### src/hdl/qsu_pkg.sv
// qsu_pkg: shared types and constants of the quoted string unescaper.
// No dependencies; used by quoted_string_unescaper_top and qsu_checker.
package qsu_pkg;

	// scanner state
	typedef enum logic [1:0] {
		MODE_IDLE = 2'd0,
		MODE_STR  = 2'd1,
		MODE_ESC  = 2'd2
	} mode_t;

	// result kinds, carried in tuser[2:0]
	typedef logic [2:0] kind_t;
	localparam kind_t KIND_OPEN    = 3'd0;
	localparam kind_t KIND_CONTENT = 3'd1;
	localparam kind_t KIND_CLOSE   = 3'd2;
	localparam kind_t KIND_DROPPED = 3'd3;
	localparam kind_t KIND_UNTERM  = 3'd4;

	typedef logic [7:0] byte_t;

	// character codes
	localparam byte_t CH_BSL   = 8'h5C;
	localparam byte_t CH_DQ    = 8'h22;
	localparam byte_t CH_SQ    = 8'h27;
	localparam byte_t CH_SLASH = 8'h2F;
	localparam byte_t CH_SPACE = 8'h20;
	localparam byte_t CH_B     = 8'h62;
	localparam byte_t CH_F     = 8'h66;
	localparam byte_t CH_N     = 8'h6E;
	localparam byte_t CH_R     = 8'h72;
	localparam byte_t CH_T     = 8'h74;
	localparam byte_t CC_BS    = 8'h08;
	localparam byte_t CC_FF    = 8'h0C;
	localparam byte_t CC_LF    = 8'h0A;
	localparam byte_t CC_CR    = 8'h0D;
	localparam byte_t CC_TAB   = 8'h09;
	localparam byte_t CH_NUL   = 8'h00;

endpackage

### src/hdl/quoted_string_unescaper_top.sv
// quoted_string_unescaper_top: byte-stream scanner and decoder for quoted strings.
// Depends on qsu_pkg.
//
// The block takes one byte per item on the slave stream and finds strings in
// single or double quotes. A quote outside a string opens one (result kind open,
// tdata = the quote); the same quote closes it (kind close) unless the raw byte
// before it was a backslash. Bytes inside are passed as content, with backslash
// escapes decoded: b f n r t to control codes, space or backslash to a backslash,
// slash to slash, either quote to itself (tuser[3] set when it differs from the
// delimiter). Any other escaped byte comes out as kind "dropped" carrying that
// byte. An item with tlast high marks end of input and its tdata is ignored;
// inside a string it yields kind "unterminated" with tdata zero and the scanner
// returns to idle. Bytes outside a string and end outside a string give no result.
// Rate: one item per cycle sustained while the master side takes results; an
// accepted item is held in the input register, then passes the decode logic
// into the result register, which drives the master side. The scanner state
// updates in the same pass, as the result register is loaded.
// No clearing pass after reset.
module quoted_string_unescaper_top (
	input  logic       clk,
	input  logic       arst_n,
	input  logic       s_tvalid,
	output logic       s_tready,
	input  logic [7:0] s_tdata,   // [7:0] char_in
	input  logic       s_tlast,   // is_end
	output logic       m_tvalid,
	input  logic       m_tready,
	output logic [7:0] m_tdata,   // [7:0] out_byte
	output logic [3:0] m_tuser    // [2:0] kind, [3] quote_mismatch
);

	// input register
	logic                valid_s1;
	qsu_pkg::byte_t      data_s1;
	logic                last_s1;

	// scanner state
	qsu_pkg::mode_t      mode_q;
	logic                delim_dq_q;
	logic                prev_bsl_q;

	// result register
	logic                out_vld_q;
	qsu_pkg::byte_t      out_byte_q;
	qsu_pkg::kind_t      out_kind_q;
	logic                out_mism_q;

	// decode results
	qsu_pkg::mode_t      mode_d;
	logic                delim_dq_d;
	logic                prev_bsl_d;
	logic                res_vld;
	qsu_pkg::byte_t      res_byte;
	qsu_pkg::kind_t      res_kind;
	logic                res_mism;
	qsu_pkg::byte_t      delim;

	logic                advance;

	// stage 1 moves on whenever the result register is free or being drained
	assign advance  = !out_vld_q || m_tready;
	assign s_tready = !valid_s1 || advance;

	assign m_tvalid = out_vld_q;
	assign m_tdata  = out_byte_q;
	assign m_tuser  = {out_mism_q, out_kind_q};

	assign delim = delim_dq_q ? qsu_pkg::CH_DQ : qsu_pkg::CH_SQ;

	always_comb begin
		mode_d     = mode_q;
		delim_dq_d = delim_dq_q;
		prev_bsl_d = prev_bsl_q;
		res_vld    = 1'b0;
		res_byte   = data_s1;
		res_kind   = qsu_pkg::KIND_CONTENT;
		res_mism   = 1'b0;
		case (mode_q)
			qsu_pkg::MODE_STR, qsu_pkg::MODE_ESC: begin
				if (last_s1) begin
					// end of input inside a string
					mode_d     = qsu_pkg::MODE_IDLE;
					delim_dq_d = 1'b0;
					prev_bsl_d = 1'b0;
					res_vld    = 1'b1;
					res_byte   = qsu_pkg::CH_NUL;
					res_kind   = qsu_pkg::KIND_UNTERM;
				end else if (mode_q == qsu_pkg::MODE_STR) begin
					if (data_s1 == delim && !prev_bsl_q) begin
						mode_d     = qsu_pkg::MODE_IDLE;
						delim_dq_d = 1'b0;
						prev_bsl_d = 1'b0;
						res_vld    = 1'b1;
						res_kind   = qsu_pkg::KIND_CLOSE;
					end else if (data_s1 == qsu_pkg::CH_BSL) begin
						mode_d     = qsu_pkg::MODE_ESC;
						prev_bsl_d = 1'b1;
					end else begin
						prev_bsl_d = 1'b0;
						res_vld    = 1'b1;
					end
				end else begin
					// byte after an escaping backslash
					mode_d     = qsu_pkg::MODE_STR;
					prev_bsl_d = (data_s1 == qsu_pkg::CH_BSL);
					res_vld    = 1'b1;
					case (data_s1)
						qsu_pkg::CH_B:     res_byte = qsu_pkg::CC_BS;
						qsu_pkg::CH_F:     res_byte = qsu_pkg::CC_FF;
						qsu_pkg::CH_N:     res_byte = qsu_pkg::CC_LF;
						qsu_pkg::CH_R:     res_byte = qsu_pkg::CC_CR;
						qsu_pkg::CH_T:     res_byte = qsu_pkg::CC_TAB;
						qsu_pkg::CH_SPACE,
						qsu_pkg::CH_BSL:   res_byte = qsu_pkg::CH_BSL;
						qsu_pkg::CH_SLASH: res_byte = qsu_pkg::CH_SLASH;
						qsu_pkg::CH_DQ,
						qsu_pkg::CH_SQ:    res_mism = (data_s1 != delim);
						default:           res_kind = qsu_pkg::KIND_DROPPED;
					endcase
				end
			end
			default: begin
				// idle: only a quote does anything
				if (!last_s1 && (data_s1 == qsu_pkg::CH_SQ || data_s1 == qsu_pkg::CH_DQ)) begin
					mode_d     = qsu_pkg::MODE_STR;
					delim_dq_d = (data_s1 == qsu_pkg::CH_DQ);
					prev_bsl_d = 1'b0;
					res_vld    = 1'b1;
					res_kind   = qsu_pkg::KIND_OPEN;
				end
			end
		endcase
	end

	// input register
	always_ff @(posedge clk or negedge arst_n) begin
		if (!arst_n) begin
			valid_s1 <= 1'b0;
		end else if (s_tvalid && s_tready) begin
			valid_s1 <= 1'b1;
		end else if (advance) begin
			valid_s1 <= 1'b0;
		end
	end

	always_ff @(posedge clk) begin
		if (s_tvalid && s_tready) begin
			data_s1 <= s_tdata;
			last_s1 <= s_tlast;
		end
	end

	// scanner state, updated as each item leaves stage 1
	always_ff @(posedge clk or negedge arst_n) begin
		if (!arst_n) begin
			mode_q     <= qsu_pkg::MODE_IDLE;
			delim_dq_q <= 1'b0;
			prev_bsl_q <= 1'b0;
		end else if (valid_s1 && advance) begin
			mode_q     <= mode_d;
			delim_dq_q <= delim_dq_d;
			prev_bsl_q <= prev_bsl_d;
		end
	end

	// result register
	always_ff @(posedge clk or negedge arst_n) begin
		if (!arst_n) begin
			out_vld_q <= 1'b0;
		end else if (advance) begin
			out_vld_q <= valid_s1 && res_vld;
		end
	end

	always_ff @(posedge clk) begin
		if (advance && valid_s1 && res_vld) begin
			out_byte_q <= res_byte;
			out_kind_q <= res_kind;
			out_mism_q <= res_mism;
		end
	end

endmodule

### config.mk
export PLATFORM = sky130hd
export DESIGN_NAME = quoted_string_unescaper_top
export DESIGN_NICKNAME = d
export VERILOG_FILES = /design/src/hdl/qsu_pkg.sv /design/src/hdl/quoted_string_unescaper_top.sv
export SDC_FILE = /design/constraint.sdc
export NUM_CORES = 1
export LEC_CHECK = 0
export BUFFER_PORTS_ARGS = -buffer_cell sky130_fd_sc_hd__buf_2
export CORE_ASPECT_RATIO = 0.75
export CORE_MARGIN = 2
export CORE_UTILIZATION = 54
export CTS_CLUSTER_SIZE = 24
export DETAILED_ROUTE_END_ITERATION = 10
export GPL_TIMING_DRIVEN = 0
export PLACE_DENSITY = 0.81
export SLEW_MARGIN = 10
export SYNTH_ARGS = -nofsm -noshare
export SYNTH_HDL_FRONTEND = slang
export SYNTH_SLANG_ARGS = --single-unit
### constraint.sdc
create_clock -name clk -period 2.75 [get_ports clk]
set_clock_uncertainty 0.05 [all_clocks]
set_input_delay 0.6875 -clock clk [delete_from_list [all_inputs] [get_ports clk]]
set_output_delay 0.6875 -clock clk [all_outputs]
set_load 0.02 [all_outputs]
==> results of run 1 <==
-- where the power goes --
part / internal [mW] / total [mW] / switching, mW / leakage, nW
Combinational: 0.181 / 0.483 / 0.302 / 0.356
Clock: 0.0559 / 0.173 / 0.117 / 0.0139
Sequential: 0.551 / 0.581 / 0.0297 / 0.278
-- worst reg2reg max path, stage by stage (launching register included) --
cell      delay (ns)
edfxtp_1        0.40
buf_6           0.15
or3_4           0.40
or2_1           0.25
buf_6           0.14
o311ai_2        0.34
o21ai_0         0.17
inv_1           0.37
-- area by class of cell --
| type | count | area, sq um |
|---|---|---|
| inverters | 8 | 30.03 |
| fillers | 224 | 924.6 |
| repair buffers | 26 | 130.1 |
| plain buffers | 10 | 66.31 |
| clock buffers | 3 | 22.52 |
| clock inverters | 1 | 7.507 |
| flip-flops and latches | 27 | 780.7 |
| well taps | 36 | 45.04 |
| multi-input cells | 87 | 595.6 |
-- cell usage in the layout, fill, tap and decap left out, drive strengths merged, types with 2 or more instances in the layout --
cell type / netlist / layout
o221ai: 2 / 2
nand3b: 2 / 2
mux2: 3 / 3
o32ai: 2 / 2
xnor2: 2 / 2
or3: 2 / 2
and2: 5 / 5
nor2: 8 / 8
o2bb2ai: 2 / 2
a21oi: 9 / 9
or2: 2 / 2
nand3: 4 / 4
o21ai: 2 / 2
buf: 5 / 31
edfxtp: 21 / 21
inv: 8 / 8
nor3: 4 / 4
clkbuf: 5 / 8
nand2: 13 / 13
nand2b: 6 / 6
dfrtp: 6 / 6
o41ai: 2 / 2
-- registers in the layout, summed over array words and instances (netlist names) --
signal and count:
prev_bsl_q 1, valid_s1 1, out_mism_q 1, out_kind_q 3
delim_dq_q 1, m_tdata 8, m_tvalid 1, mode_q 2
last_s1 1, data_s1 8
-- kinds of logic (layout without fill, tap and decap cells) --
group / after synthesis / in the layout
AO/OA/AOI/OAI: 28 / 28
XOR/XNOR: 3 / 3
adder cells (fa/ha/maj): 1 / 1
flip-flops: 27 / 27
multiplexers: 4 / 4
buffers and inverters: 18 / 48
AND/OR/NAND/NOR: 51 / 51
-- per-layer routing --
metal,vias up,share of wire
met4,0,0.021
met2,43,0.43
met5,-,0
li1,540,-
met3,6,0.076
met1,504,0.48
-- worst paths after layout --
path / from / endpoint / depth (start not counted)
max: data_s1[3]$_DFFE_PP_ / out_kind_q[2]$_SDFFCE_PP0P_ / 7
min: arst_n / mode_q[0]$_DFFE_PN0P_ / 1
max reg2reg: data_s1[3]$_DFFE_PP_ / out_kind_q[2]$_SDFFCE_PP0P_ / 7
min reg2reg: mode_q[0]$_DFFE_PN0P_ / mode_q[0]$_DFFE_PN0P_ / 1
max in group asynchronous: arst_n / delim_dq_q$_DFFE_PN0P_ / 1
min in group clk: s_tdata[0] / data_s1[0]$_DFFE_PP_ / 1
==> impl_metrics.yaml, run 1 <==
clock_network:
  h-tree-depth: 1
  cts.clk_slew.worst_paths_ns: 0.14
  cts_tree: "built"
  clkSinkCount: 27
  cts_root_buf: "clkbuf_4"
  cts_resized: 0
  cts_made_buffers: 3
  post_cts_buffers: 0
  ctsHoldBuffers: 0
  clockBufferDepth: 2
  clock_latency_ns: 0.34
synth:
  syn_area_sq_um: 1473
  synth_top_family_by_area: "simple AND/OR/NAND/NOR gates"
  synth-simple-area-share: 0.1852
  syn_nets: 146
  synth-compound-area-share: 0.1606
  ys_ff_latch: 27
  synth_xor_area_frac: 0.01784
  yosys.cell_types.count: 49
  synthMuxAreaShare: 0.03229
  synthCells: 132
  yosysSeqAreaShare: 0.5302
  yosysTopAreaCell: "edfxtp_1"
  synth-edff-count: 21
  yosys_most_used_dff: "edfxtp_1"
  synth-adder-area-share: 0.008496
  synth_warnings: 0
  async_flop_share: 0.2222
  synth_commonest_cells: "edfxtp_1 (21), nand2_1 (12), a21oi_1 (9)"
  synthTopCellsByArea: "edfxtp_1 (43%), dfrtp_1 (10%), a21oi_1 (3.1%)"
  netlist.area_leader.share: 0.4282
  synth.avg_cell_area_sq_um: 11.16
  synth_most_common_cell: "edfxtp_1"
drt:
  vias: 1093
  routed_via_density: 5.520
  wl_per_cell_um: 12.73
  routed_wl_um: 2520
  postRouteAntennaNets: 0
  first_iter_violations: 47
  drc: 0
  drt_pass1_iterations: 4
critical_path:
  crit_fanout: 12
  cp-end-kind: "register"
  max_stage_delay_ns: 0.40
  arrival_ns: 2.55
  crit_chain: "buf_6 > or3_4 > or2_1 > buf_6 > o311ai_2 > o21ai_0 > inv_1"
  cp_top_family: "buffers and inverters"
  r2r_slack_ns: 0.16
  path_class: "register to register"
  cp_slowest_cell: "edfxtp_1"
  critical_path_buf_inv_count: 3
  required_ns: 2.71
  path_common_cell: "buf_6"
  crit_path_start_kind: "register"
floorplan:
  initial_core_util: 0.5659
  ios: 27
  die_w_um: 64.30
  num_rows: 16
  die_y_um: 49.23
  dieArea_sq_um: 3165
  core-area_sq_um: 2603
place:
  hpwl_um: 1975
  dpl_cell_area_sq_um: 1648
  port_buffers: 26
  pre_cts_slack_ns: 0.1585
  dp_cells: 194
  gp_congestion: 0.9334
layout:
  fin_nets: 177
  final_util: 0.6447
  layout.cells.non_filler: 198
  final_area_sq_um: 1678
  drive_above_1_share: 0.2963
  area_growth_pct: 13.93
  n_antenna_cell: 0
sta:
  finalHoldViolCount: 0
  setup_viol: 0
  tightest_slew_ns: 0.6163
  rsz0062_at_grt: "false"
  tns_ns: 0
  whs_ns: 0.08797
  clock.fmax_mhz: 386.2
  setup_ws_ns: 0.1606
  slew_headroom: 0.5785
  fin_crit_sh: 0.9416
  min_period_ns: 2.589
  finalMaxSlewViolations: 0
pwr:
  leakage_nw: 0.6479
  totalPowerFinal_mw: 1.237
  vdd_ir_drop_max_mv: 0.3843
  powerDensity_nw_per_um2: 737.0
global_routing:
  grt_overflow_total: 0
  grt_max_degree: 17
  globalRouteMet2Util: 0.2604
  gr-usage-all-layers: 0.1753
  busiest_layer: "met2"
  grt_pass1_vias: 943
  grt_pass1_wl_um: 4188
  use_met1: 0.2360
  grt.met3_usage: 0.05081
  antenna_found_initial: 0
flow_run:
  drv_cap: 0
status:
  status: "finished clean"
hold_path:
  hp-class: "input pin to asynchronous set/reset pin"
Note: power is estimated with default switching activity, not from simulation.
==> run 2: changes to the inputs <==
ABC_AREA = 1   (was default)
CORE_UTILIZATION = 55   (was 54)
PLACE_DENSITY = 0.82   (was 0.81)
==> impl_metrics.yaml, run 2 <==
drt:
  drc: 0
  postRouteAntennaNets: 0
  first_iter_violations: 58
  routed_via_density: 4.887
  routed_wl_um: 2716
  vias: 1251
  drt_pass1_iterations: 4
  wl_per_cell_um: 10.61
synth:
  synthTopCellsByArea: "edfxtp_1 (41%), nand2_1 (15%), dfrtp_1 (9.8%)"
  yosys_most_used_dff: "edfxtp_1"
  netlist.area_leader.share: 0.4124
  synth_most_common_cell: "nand2_1"
  yosys.cell_types.count: 24
  synthCells: 190
  synth_commonest_cells: "nand2_1 (60), nor2_1 (25), inv_1 (22)"
  syn_nets: 204
  synth_warnings: 0
  synth.avg_cell_area_sq_um: 8.047
  ys_ff_latch: 27
  syn_area_sq_um: 1529
  yosysTopAreaCell: "edfxtp_1"
  synth-edff-count: 21
  yosysSeqAreaShare: 0.5106
  async_flop_share: 0.2222
clock_network:
  cts_made_buffers: 3
  cts_resized: 0
  clock_latency_ns: 0.27
  h-tree-depth: 1
  cts_root_buf: "clkbuf_8"
  cts_tree: "built"
  cts.clk_slew.worst_paths_ns: 0.08
  clkSinkCount: 27
  clockBufferDepth: 2
  ctsHoldBuffers: 0
  post_cts_buffers: 0
sta:
  slew_headroom: 0.3967
  min_period_ns: 2.331
  rsz0062_at_grt: "false"
  clock.fmax_mhz: 429.1
  fin_crit_sh: 0.8475
  setup_ws_ns: 0.4194
  tightest_slew_ns: 0.9016
  finalMaxSlewViolations: 0
  finalHoldViolCount: 0
  whs_ns: 0.1738
  tns_ns: 0
  setup_viol: 0
critical_path:
  r2r-start: "data_s1[2]$_DFFE_PP_"
  crit_fanout: 12
  required_ns: 2.60
  crit_path_start_kind: "register"
  r2r_slack_ns: 0.42
  path_class: "register to register"
  cp-end-kind: "register"
  arrival_ns: 2.18
  r2r_cells: 7
  rr_endpoint: "m_tdata[4]$_DFFE_PP_"
floorplan:
  ios: 27
  die_y_um: 49.66
  num_rows: 16
  core-area_sq_um: 2623
  die_w_um: 64.88
  dieArea_sq_um: 3222
  initial_core_util: 0.5830
place:
  dp_cells: 252
  hpwl_um: 2170
  pre_cts_slack_ns: 0.4255
  port_buffers: 26
  gp_congestion: 0.8822
  dpl_cell_area_sq_um: 1704
global_routing:
  grt_pass1_vias: 1039
  grt_max_degree: 16
  antenna_found_initial: 0
  grt_overflow_total: 0
  grt_pass1_wl_um: 4623
  gr-usage-all-layers: 0.1882
layout:
  area_growth_pct: 14.48
  drive_above_1_share: 0.2636
  final_util: 0.6675
  n_antenna_cell: 0
  fin_nets: 235
  final_cell_mix: "nand2_1 (60), buf_2 (27), nor2_1 (25), inv_1 (22), edfxtp_1 (21)"
  final_common_cell: "nand2_1"
  layout.cells.non_filler: 256
  final_area_sq_um: 1750
pwr:
  totalPowerFinal_mw: 1.247
  vdd_ir_drop_max_mv: 0.3996
  leakage_nw: 0.8615
  powerDensity_nw_per_um2: 712.3
hold_path:
  hp-class: "input pin to asynchronous set/reset pin"
flow_run:
  drv_cap: 0
status:
  status: "finished clean"
-- run 2: cell count changes in the layout (fill, tap and decap cells not counted), sizes merged, moves of 3 or more --
cell	before	now
nor3	4	0
nor2	8	32
nand2b	6	0
a21oi	9	3
nand2	13	71
inv	8	27
mux2	3	0
clkbuf	8	3
and2	5	0
buf	31	28
nand3	4	17
-- run 2: worst max-delay path by stage --
stage,from,end,slack [ns]
final,data_s1[2]$_DFFE_PP_,m_tdata[4]$_DFFE_PP_,0.42
after global routing,data_s1[2]$_DFFE_PP_,m_tdata[4]$_DFFE_PP_,0.21
after CTS,data_s1[4]$_DFFE_PP_,m_tdata[4]$_DFFE_PP_,0.41
after detailed placement,data_s1[4]$_DFFE_PP_,m_tdata[4]$_DFFE_PP_,0.43
after global placement,data_s1[4]$_DFFE_PP_,m_tdata[4]$_DFFE_PP_,0.45
after floorplan,data_s1[4]$_DFFE_PP_,m_tdata[0]$_DFFE_PP_,0.70
-- run 2: logic make-up after synthesis --
logic type,synth area share
compound gates,0.03846
fa+ha+maj,0.008182
buf+inv,0.08020
flops,0.5106
simple gates,0.3625
-- run 2: routing by layer --
layer	vias to the layer above	part of all wire	GRT usage
met5	-	0	0
met4	0	0.0092	0.04965
met3	4	0.074	0.04110
met2	52	0.41	0.2749
met1	536	0.50	0.2827
li1	659	-	-
-- run 2: critical path: stages (launching register included) --
cell	delay [ns]
edfxtp_1	0.48
inv_2	0.13
nand2_1	0.06
a21oi_1	0.21
nand3_1	0.17
nand3_1	0.10
nor2_1	0.07
nor2_1	0.69
-- run 2: final cells by class --
class,instances,area [sq um]
Fill cell,223,872.1
Sequential cell,27,780.7
Multi-Input combinational cell,133,625.6
Timing Repair Buffer,26,130.1
Inverter,28,110.1
Tap cell,36,45.04
Clock buffer,3,41.29
Buffer,2,12.51
Clock inverter,1,5.005
-- run 2: report_power, final --
group          switching (mW)  total [mW]  internal, mW  leakage (nW)
Clock                   0.115       0.216         0.101        0.0255
Sequential             0.0338       0.583         0.549         0.279
Combinational           0.314       0.448         0.134         0.557
==> run 3: changes to the inputs <==
clock period = 2.2 ns   (was 2.75 ns; I/O delays follow)
==> impl_metrics.yaml, run 3 (same netlist as run 2, synthesis figures left out) <==
critical_path:
  r2r-start: "mode_q[0]$_DFFE_PN0P_"
  r2r_cells: 6
  cp.depth: 6
  critical_path_buf_inv_count: 1
  max_stage_delay_ns: 0.39
  cp-end-kind: "register"
  rr_endpoint: "m_tdata[4]$_DFFE_PP_"
  path_common_cell: "nor2_4"
  crit_chain: "ha_1 > buf_2 > nor2_4 > nand3_1 > nor2_1 > nor2_4"
  required_ns: 2.17
  arrival_ns: 1.89
  cp_slowest_cell: "dfrtp_1"
  crit_path_start_kind: "register"
  path_class: "register to register"
  cp_top_family: "simple AND/OR/NAND/NOR gates"
  r2r_slack_ns: 0.28
  startpoint: "mode_q[0]$_DFFE_PN0P_"
  crit_fanout: 12
layout:
  area_growth_pct: 15.30
  layout.cells.non_filler: 256
  fin_nets: 235
  final_cell_mix: "nand2_1 (60), buf_2 (27), nor2_1 (24), inv_1 (22), edfxtp_1 (21)"
  drive_above_1_share: 0.2682
  n_antenna_cell: 0
  fillers: 221
  final_util: 0.6722
  final_common_cell: "nand2_1"
clock_network:
  cts_root_buf: "clkbuf_8"
  post_cts_buffers: 0
  clockBufferDepth: 2
  ctsHoldBuffers: 0
  cts_tree: "built"
  cts.clk_slew.worst_paths_ns: 0.08
  cts_made_buffers: 3
  clock_latency_ns: 0.27
  clkSinkCount: 27
  h-tree-depth: 1
place:
  dp_cells: 252
  gp_congestion: 0.8822
  hpwl_um: 2170
  port_buffers: 26
status:
  status: "finished clean"
sta:
  min_period_ns: 1.919
  setup_viol: 0
  rsz0062_at_grt: "false"
  tightest_slew_ns: 0.3331
  finalHoldViolCount: 0
  fin_crit_sh: 0.8725
  finalMaxSlewViolations: 0
  clock.fmax_mhz: 521.0
  slew_headroom: 0.7774
pwr:
  powerDensity_nw_per_um2: 890.6
  vdd_ir_drop_max_mv: 0.4985
  leakage_nw: 0.8626
global_routing:
  grt_pass1_wl_um: 4623
  antenna_found_initial: 0
  gr-usage-all-layers: 0.1882
  grt_max_degree: 16
  grt_pass1_vias: 1039
  grt_overflow_total: 0
floorplan:
  ios: 27
  die_w_um: 64.88
  core-area_sq_um: 2623
  dieArea_sq_um: 3222
  die_y_um: 49.66
  num_rows: 16
  initial_core_util: 0.5830
drt:
  wl_per_cell_um: 10.52
  drc: 0
  postRouteAntennaNets: 0
  vias: 1251
  routed_wl_um: 2694
  routed_via_density: 4.887
  first_iter_violations: 77
  drt_pass1_iterations: 4
flow_run:
  drv_cap: 0
hold_path:
  hp-class: "input pin to asynchronous set/reset pin"
run 3: cell counts in the layout (fill, tap and decap cells not counted):
Identical to the previous run, type by type.
run 3: layout make-up:
type | instances | area (sq um) | area share
buffer | 2 | 12.51 | 0.007097
timing repair buffer | 26 | 130.1 | 0.07381
inverter | 28 | 110.1 | 0.06246
tap | 36 | 45.04 | 0.02555
clock inverter | 1 | 5.005 | 0.002839
clock buffer | 3 | 41.29 | 0.02342
sequential | 27 | 780.7 | 0.4429
multi-input combinational | 133 | 638.1 | 0.3620
run 3: worst max-delay path by stage:
stage,end,slack (ns)
detailed placement,m_tdata[4]$_DFFE_PP_,-0.12
CTS,m_tdata[4]$_DFFE_PP_,0.12
floorplan,m_tdata[0]$_DFFE_PP_,0.15
finish,m_tdata[4]$_DFFE_PP_,0.28
global placement,m_tdata[4]$_DFFE_PP_,-0.1
global route,m_tdata[4]$_DFFE_PP_,0.14
run 3: timing repair:
action / in CTS / in global routing
endpoints found under the hold margin: 0 / 0
gates resized for setup: 1 / 2
endpoints found under the setup margin: 12 / 12
pin swaps: 0 / 0
run 3: routing by layer:
metal	GRT usage	part of all wire
met1	0.2827	0.51
met2	0.2749	0.41
met3	0.04110	0.065
met4	0.04965	0.0093
met5	0	0
run 3: metrics by stage:
step	TNS [ns]	instance area [sq um]	worst slack (ns)	power [mW]	hold WS [ns]
after floorplan	0	1529	0.1536	1.157	0.2044
after global placement	-1.187	1704	-0.09925	1.289	0.3308
after detailed placement	-1.490	1704	-0.1245	1.299	0.3354
after CTS	0	1753	0.1192	1.571	0.03631
after global routing	0	1763	0.1368	1.683	0.03244
final	0	1763	0.2806	1.570	0.03586
run 3: report_power, final:
part           switching [mW]  total [mW]  leakage (nW)  internal (mW)
combinational           0.398       0.572         0.558          0.174
sequential             0.0429       0.728         0.279          0.685
clock                   0.144       0.270        0.0255          0.127
